### src/hw/rtl/modexp_pkg.sv
// Shared constants and controller/datapath interface types for the
// modular exponentiation block. No dependencies.
`default_nettype none

package modexp_pkg;

  // Number of exponent bits scanned by default
  localparam int EXP_BITS_DEF = 63;

  // Modulus and its multiples used by the reducer
  localparam logic [29:0] PRIME      = 30'd1000000007;
  localparam logic [31:0] PRIME_W32  = 32'd1000000007;
  localparam logic [31:0] PRIME2_W32 = 32'd2000000014;

  // Reciprocal of the modulus, floor(2^60 / P), fits in 31 bits
  localparam logic [63:0] BARRETT_FULL = (64'd1 << 60) / 64'd1000000007;
  localparam logic [30:0] BARRETT_M    = BARRETT_FULL[30:0];

  // Commands from the controller to the datapath
  typedef struct packed {
    logic load;       // capture a new base and exponent
    logic issue_sq;   // start running_base * running_base
    logic issue_mul;  // start accumulator * running_base, step exponent
    logic emit;       // move the accumulator into the output register
  } modexp_cmd_t;

  // Status from the datapath to the controller
  typedef struct packed {
    logic exp_zero;   // no set bits left in the exponent
    logic out_free;   // output register can take a word this cycle
  } modexp_status_t;

endpackage

`default_nettype wire

### src/hw/rtl/modexp_dp.sv
// Datapath: operand registers, four-stage Barrett modular multiplier and
// the output register. Depends on modexp_pkg.
`default_nettype none

module modexp_dp
  import modexp_pkg::*;
#(
  parameter int ExpBits = EXP_BITS_DEF
) (
  input  wire logic                  clk_i,
  input  wire logic                  rst_ni,
  input  wire logic [29:0]           base_value_i,
  input  wire logic [62:0]           exponent_i,
  input  wire modexp_cmd_t           cmd_i,
  output modexp_status_t             status_o,
  input  wire logic                  out_stall_i,
  output logic                       out_valid_o,
  output logic [29:0]                power_result_o
);

  typedef enum logic {
    DST_BASE = 1'b0,
    DST_ACC  = 1'b1
  } dst_e;

  logic [29:0]        acc_q;
  logic [29:0]        base_q;
  logic [ExpBits-1:0] rem_q;
  logic [29:0]        base_red;

  // Multiplier pipeline
  logic [29:0] op_a;
  logic        v0;
  dst_e        dst0;
  logic [59:0] prod_d, prod_q;
  logic [61:0] t_d, t_q;
  logic [31:0] plo_q;
  logic [30:0] quot;
  logic [31:0] qp_lo;
  logic [31:0] r_d, r_q;
  logic [31:0] r_m1, r_m2;
  logic [29:0] fin;
  logic        v1_q, v2_q, v3_q;
  dst_e        dst1_q, dst2_q, dst3_q;

  logic        out_valid_q;
  logic [29:0] result_q;

  assign base_red = (base_value_i >= PRIME) ? base_value_i - PRIME : base_value_i;

  // Squares and multiplies share one pipe; a multiply only writes back
  // when the current exponent bit is set.
  assign op_a = cmd_i.issue_sq ? base_q : acc_q;
  assign v0   = cmd_i.issue_sq | (cmd_i.issue_mul & rem_q[0]);
  assign dst0 = cmd_i.issue_sq ? DST_BASE : DST_ACC;

  assign prod_d = {30'd0, op_a} * {30'd0, base_q};
  assign t_d    = {31'd0, prod_q[59:29]} * {31'd0, BARRETT_M};
  assign quot   = t_q[61:31];
  assign qp_lo  = 32'(quot) * PRIME_W32;
  assign r_d    = plo_q - qp_lo;
  assign r_m1   = r_q - PRIME_W32;
  assign r_m2   = r_q - PRIME2_W32;

  // Barrett estimate leaves at most two extra multiples of the modulus
  always_comb begin
    if (r_q >= PRIME2_W32) begin
      fin = r_m2[29:0];
    end else if (r_q >= PRIME_W32) begin
      fin = r_m1[29:0];
    end else begin
      fin = r_q[29:0];
    end
  end

  always_ff @(posedge clk_i or negedge rst_ni) begin
    if (!rst_ni) begin
      v1_q        <= 1'b0;
      v2_q        <= 1'b0;
      v3_q        <= 1'b0;
      out_valid_q <= 1'b0;
    end else begin
      v1_q <= v0;
      v2_q <= v1_q;
      v3_q <= v2_q;
      if (cmd_i.emit) begin
        out_valid_q <= 1'b1;
      end else if (!out_stall_i) begin
        out_valid_q <= 1'b0;
      end
    end
  end

  always_ff @(posedge clk_i) begin
    prod_q <= prod_d;
    dst1_q <= dst0;
    t_q    <= t_d;
    plo_q  <= prod_q[31:0];
    dst2_q <= dst1_q;
    r_q    <= r_d;
    dst3_q <= dst2_q;

    if (cmd_i.load) begin
      acc_q  <= 30'd1;
      base_q <= base_red;
      rem_q  <= exponent_i[ExpBits-1:0];
    end else begin
      if (v3_q) begin
        if (dst3_q == DST_ACC) begin
          acc_q <= fin;
        end else begin
          base_q <= fin;
        end
      end
      if (cmd_i.issue_mul) begin
        rem_q <= rem_q >> 1;
      end
    end

    if (cmd_i.emit) begin
      result_q <= acc_q;
    end
  end

  assign status_o.exp_zero = (rem_q == '0);
  assign status_o.out_free = !out_valid_q || !out_stall_i;
  assign out_valid_o       = out_valid_q;
  assign power_result_o    = result_q;

endmodule

`default_nettype wire

### src/hw/rtl/modexp_ctrl.sv
// Controller state machine: sequences loads, square and multiply issues
// and the output handoff. Depends on modexp_pkg.
`default_nettype none

module modexp_ctrl
  import modexp_pkg::*;
(
  input  wire logic            clk_i,
  input  wire logic            rst_ni,
  input  wire logic            in_valid_i,
  output logic                 in_stall_o,
  output modexp_cmd_t          cmd_o,
  input  wire modexp_status_t  status_i
);

  typedef enum logic [6:0] {
    ST_IDLE  = 7'b0000001,
    ST_SQ    = 7'b0000010,
    ST_MUL   = 7'b0000100,
    ST_WAIT1 = 7'b0001000,
    ST_WAIT2 = 7'b0010000,
    ST_FLUSH = 7'b0100000,
    ST_DONE  = 7'b1000000
  } state_e;

  state_e state_q, state_d;

  always_comb begin
    state_d = state_q;
    cmd_o   = '0;
    case (state_q)
      ST_IDLE: begin
        if (in_valid_i) begin
          cmd_o.load = 1'b1;
          state_d    = ST_SQ;
        end
      end
      ST_SQ: begin
        cmd_o.issue_sq = 1'b1;
        state_d        = ST_MUL;
      end
      ST_MUL: begin
        cmd_o.issue_mul = 1'b1;
        state_d         = ST_WAIT1;
      end
      ST_WAIT1: begin
        state_d = ST_WAIT2;
      end
      ST_WAIT2: begin
        // new square reads the base written back at the end of this cycle
        state_d = status_i.exp_zero ? ST_FLUSH : ST_SQ;
      end
      ST_FLUSH: begin
        state_d = ST_DONE;
      end
      ST_DONE: begin
        if (status_i.out_free) begin
          cmd_o.emit = 1'b1;
          state_d    = ST_IDLE;
        end
      end
      default: begin
        state_d = ST_IDLE;
      end
    endcase
  end

  always_ff @(posedge clk_i or negedge rst_ni) begin
    if (!rst_ni) begin
      state_q <= ST_IDLE;
    end else begin
      state_q <= state_d;
    end
  end

  assign in_stall_o = (state_q != ST_IDLE);

endmodule

`default_nettype wire

### src/hw/rtl/modular_exponentiation.sv
// Modular exponentiation modulo 1000000007, right-to-left square and multiply.
// The controller runs one square-and-multiply round per exponent bit, through the
// highest set bit (one round for a zero exponent). A new input word is taken
// only once the previous result has been emitted; each exponent bit waits
// for a square through the four-stage modular multiplier. Reset is async,
// active low: controller idle, output empty, no clearing pass.
`default_nettype none

module modular_exponentiation
  import modexp_pkg::*;
#(
  // Low exponent bits that count; higher bits are ignored
  parameter int ExpBits = EXP_BITS_DEF
) (
  input  wire logic        clk_i,
  input  wire logic        rst_ni,
  // Input channel: base residue and exponent
  input  wire logic        in_valid_i,
  output logic             in_stall_o,
  input  wire logic [29:0] base_value_i,
  input  wire logic [62:0] exponent_i,
  // Output channel: base^exponent mod P
  output logic             out_valid_o,
  input  wire logic        out_stall_i,
  output logic [29:0]      power_result_o
);

  // The controller only issues commands; all arithmetic and the output
  // register live in the datapath. Per exponent bit the controller issues a
  // square, then a multiply that writes back only if the bit is set, then
  // waits for the squared base before the next bit.
  modexp_cmd_t    cmd;
  modexp_status_t status;

  modexp_ctrl u_ctrl (
    .clk_i      (clk_i),
    .rst_ni     (rst_ni),
    .in_valid_i (in_valid_i),
    .in_stall_o (in_stall_o),
    .cmd_o      (cmd),
    .status_i   (status)
  );

  // The output register parts the two channels: a finished word waits there
  // while the next input word is already accepted and worked on.
  modexp_dp #(
    .ExpBits (ExpBits)
  ) u_dp (
    .clk_i          (clk_i),
    .rst_ni         (rst_ni),
    .base_value_i   (base_value_i),
    .exponent_i     (exponent_i),
    .cmd_i          (cmd),
    .status_o       (status),
    .out_stall_i    (out_stall_i),
    .out_valid_o    (out_valid_o),
    .power_result_o (power_result_o)
  );

`ifndef NO_ASSERTIONS
  // Once a word is taken, hold off the input until the result is handed over
  a_busy_after_accept : assert property (@(posedge clk_i) disable iff (!rst_ni)
    (in_valid_i && !in_stall_o) |=> in_stall_o)
    else $error("input accepted while a word is in flight");

  // Never overwrite a result word that is still waiting downstream
  a_emit_into_free : assert property (@(posedge clk_i) disable iff (!rst_ni)
    cmd.emit |-> status.out_free)
    else $error("result emitted into a full output register");

  // A new output word only appears right after the controller emits one
  a_out_from_emit : assert property (@(posedge clk_i) disable iff (!rst_ni)
    $rose(out_valid_o) |-> $past(cmd.emit))
    else $error("output valid rose without an emit");
`endif

endmodule

`default_nettype wire

### config.mk
export PLATFORM = sky130hd
export DESIGN_NAME = modular_exponentiation
export DESIGN_NICKNAME = d
export VERILOG_FILES = /design/src/hw/rtl/modexp_pkg.sv /design/src/hw/rtl/modexp_dp.sv /design/src/hw/rtl/modexp_ctrl.sv /design/src/hw/rtl/modular_exponentiation.sv
export SDC_FILE = /design/constraint.sdc
export NUM_CORES = 2
export LEC_CHECK = 0
export BUFFER_PORTS_ARGS = -buffer_cell sky130_fd_sc_hd__buf_2
export CAP_MARGIN = 30
export CORE_MARGIN = 3
export CORE_UTILIZATION = 40
export CTS_CLUSTER_SIZE = 10
export DETAILED_ROUTE_END_ITERATION = 8
export PLACE_DENSITY = 0.56
export SETUP_SLACK_MARGIN = 0.3
export SKIP_CTS_REPAIR_TIMING = 1
export SYNTH_ARGS = -nofsm -noshare
export SYNTH_HDL_FRONTEND = slang
export SYNTH_SLANG_ARGS = --single-unit
export TNS_END_PERCENT = 100
### constraint.sdc
create_clock -name clk_i -period 9.75 [get_ports clk_i]
set_input_delay 0.4875 -clock clk_i [delete_from_list [all_inputs] [get_ports clk_i]]
set_output_delay 0.4875 -clock clk_i [all_outputs]
set_load 0.03 [all_outputs]
==> flow_metrics.py <==
metrics = {
    "global_route": {
        "grt-ovfl-total": 0,
        "track_usage": 0.2270,
        "antenna_found_initial": 1,
        "grt_start_max_net_pins": 64,
        "grt_pass1_wl_um": 283500,
        "grt_pass1_vias": 47880,
    },
    "routing": {
        "wl_per_cell_um": 20.55,
        "wl_um": 179700,
        "drt_iter0_drc": 2480,
        "viasPerCell": 5.049,
        "drc_errors": 0,
        "vias": 44160,
        "ant_nets": 0,
        "dr.pass1.iters": 5,
    },
    "synthesis": {
        "avgSynthCellArea_um2": 9.563,
        "seq_area_frac_synth": 0.1226,
        "synth_area_um2": 63070,
        "synth_warnings": 0,
        "synth_edf_count": 123,
        "ys_ff_latch": 322,
        "async_flop_share": 0.03416,
        "synthFlopType": "dfxtp_1",
        "syn_inst": 6595,
        "syn_nets": 8738,
        "yosysUniqueCellTypes": 85,
    },
    "worst_setup_path": {
        "r2r_slack_ps": 450,
        "slowest_stage": "fa_1",
        "worstSetupPathType": "reg2reg",
        "critPathMaxFanout": 22,
        "r2r_cells": 30,
        "arrival_ps": 9800,
        "cp-start-kind": "flip-flop",
        "r2r-start": "u_ctrl.state_q[3]",
        "worstPathRequired_ps": 10250,
        "max_stage_delay_ps": 610,
        "r2r-end": "u_dp.prod_q[53]",
        "crit_top_cell": "fa_1",
        "worst_setup_path_end_kind": "flip-flop",
    },
    "sta": {
        "rsz0062_at_grt": "yes",
        "max_clock_freq_mhz": 107.6,
        "period_share": 0.9534,
        "setup_viol": 0,
        "finalSetupTns_ps": 0,
        "finalCriticalPeriod_ps": 9296,
        "finalHoldViolCount": 0,
        "maxSlewViolCount": 0,
        "final.setup_skew_ps": 58.22,
        "tightest_slew_ps": 982.2,
        "timing.slew.headroom": 0.3432,
        "setup_slack_ps": 453.9,
    },
    "cells_and_area": {
        "stdcell_count": 8745,
        "fin_nets": 8802,
        "drive_gt1_frac": 0.06162,
        "area_growth_pct": 8.041,
        "utilization": 0.4357,
    },
    "floorplanning": {
        "core_area_um2": 156400,
        "fp.dieW_um": 403.1,
        "die_h_um": 403.1,
        "ios": 129,
        "start_util": 0.4033,
        "die_area_um2": 162500,
        "num_rows": 145,
    },
    "min_path": {
        "whs_path_depth": 3,
        "worstHoldEndpoint": "u_dp.rem_q[16]",
        "min_from": "exponent_i[16]",
        "holdCritPathClass": "in2reg",
    },
    "run_status": {
        "status": "finished clean",
    },
    "clocking": {
        "cts_buffer_depth": 3,
        "numCtsBuffers": 42,
        "htreeDepth": 2,
        "clk_latency_ps": 620,
        "cts.clk_slew.worst_paths_ps": 80,
        "cts_tree": "done",
        "clkSinkCount": 322,
        "root_buffer": "clkbuf_16",
    },
    "place": {
        "post-place-ws_ps": -19.29,
        "io_buffers": 128,
        "hpwl_um": 149900,
        "dp_cells": 8660,
        "routabilityCongestion": 0.9194,
    },
    "job": {
        "max_cap_violations": 0,
    },
}
[cells in the mapped netlist, types with 25 or more instances]
master | number | area (um2)
inv_1 | 1553 | 5829
fa_1 | 1261 | 25240
nand2_1 | 806 | 3025
ha_1 | 785 | 9822
and2_1 | 515 | 3222
clkbuf_1 | 241 | 904.6
dfxtp_1 | 188 | 3764
a21oi_1 | 171 | 855.8
xnor2_1 | 148 | 1296
edfxtp_1 | 123 | 3694
o21ai_0 | 123 | 615.6
nor2_1 | 107 | 401.6
a21o_1 | 71 | 533.0
xor2_1 | 56 | 490.5
o21a_1 | 38 | 285.3
a31oi_1 | 32 | 200.2
nand3_1 | 31 | 155.2
nor3_1 | 28 | 140.1
nor4_1 | 25 | 156.4
[worst max-delay path, delay by kind of cell (launching register included)]
family	cells	cell delay [ps]
AOI/OAI and AO/OA	4	1000
adders and majority gates	9	4460
buffers and inverters	8	1020
DFF	1	400
muxes	1	360
and+or+nand+nor	8	1950
[final cells by class]
| type | count | area, um2 |
|---|---|---|
| timing repair buffer | 274 | 1898 |
| clock inverter | 11 | 145.1 |
| inverter | 1553 | 5829 |
| tap | 2058 | 2575 |
| antenna | 1 | 2.502 |
| multi-input combinational | 4466 | 48780 |
| sequential | 322 | 7734 |
| clock buffer | 60 | 1170 |
| fill | 15200 | 88250 |
[layer usage]
layer  vias to the layer above  part of all wire  GRT usage
met3                       221             0.049    0.02677
met5                         -                 0          0
met2                      1036              0.49     0.3864
met1                     22780              0.43     0.3051
met4                         0             0.034    0.06587
li1                      20130                 -          -
[cells by family after synthesis]
group           synth area share
simple gates              0.1253
mux                    0.0008333
xor+xnor                 0.02833
flops                     0.1226
fa+ha+maj                 0.5560
compound gates           0.05902
buf+inv                   0.1078
[cells in the final DEF (no fill, tap or decap), drive strengths merged, types with 127 or more instances in the layout]
| cell type | n |
|---|---|
| a21oi | 173 |
| xnor2 | 148 |
| fa | 1261 |
| buf | 272 |
| nand2 | 806 |
| and2 | 515 |
| dfxtp | 188 |
| inv | 1557 |
| o21ai | 127 |
| ha | 785 |
[state kept, by name (all words and copies together), names as in the netlist, 7 cells and up]
signal and count:
u_dp.plo_q 32, u_dp.power_result_o 30, u_ctrl.state_q 7, u_dp.base_q 30, u_dp.prod_q 60, u_dp.rem_q 63, u_dp.t_q 31, u_dp.r_q 32
u_dp.acc_q 30
[how the worst max path moves through the flow]
stage | startpoint | endpoint | slack [ps] | cells after the start
5_1_grt | u_ctrl.state_q[3] | u_dp.prod_q[57] | 240 | 32
3_3_place_gp | u_ctrl.state_q[0] | u_dp.prod_q[58] | 30 | 31
2_1_floorplan | u_ctrl.state_q[0] | u_dp.prod_q[53] | 710 | 33
4_1_cts | u_ctrl.state_q[3] | u_dp.prod_q[58] | -70 | 30
3_5_place_dp | u_ctrl.state_q[3] | u_dp.prod_q[58] | -20 | 30
6_report | u_ctrl.state_q[3] | u_dp.prod_q[53] | 450 | 30
[stage by stage]
| step | hold slack, ps | instance area (um2) |
|---|---|---|
| finish | 134.0 | 68140 |
| global route | 121.2 | 68130 |
| CTS | -216.2 | 67760 |
| detailed placement | 312.1 | 66450 |
| global placement | 310.6 | 66440 |
| floorplan | 191.9 | 63070 |
Power is left out: the tool's default activity adds up to more than one toggle a clock period on the data nets, which glitch-free logic cannot reach.
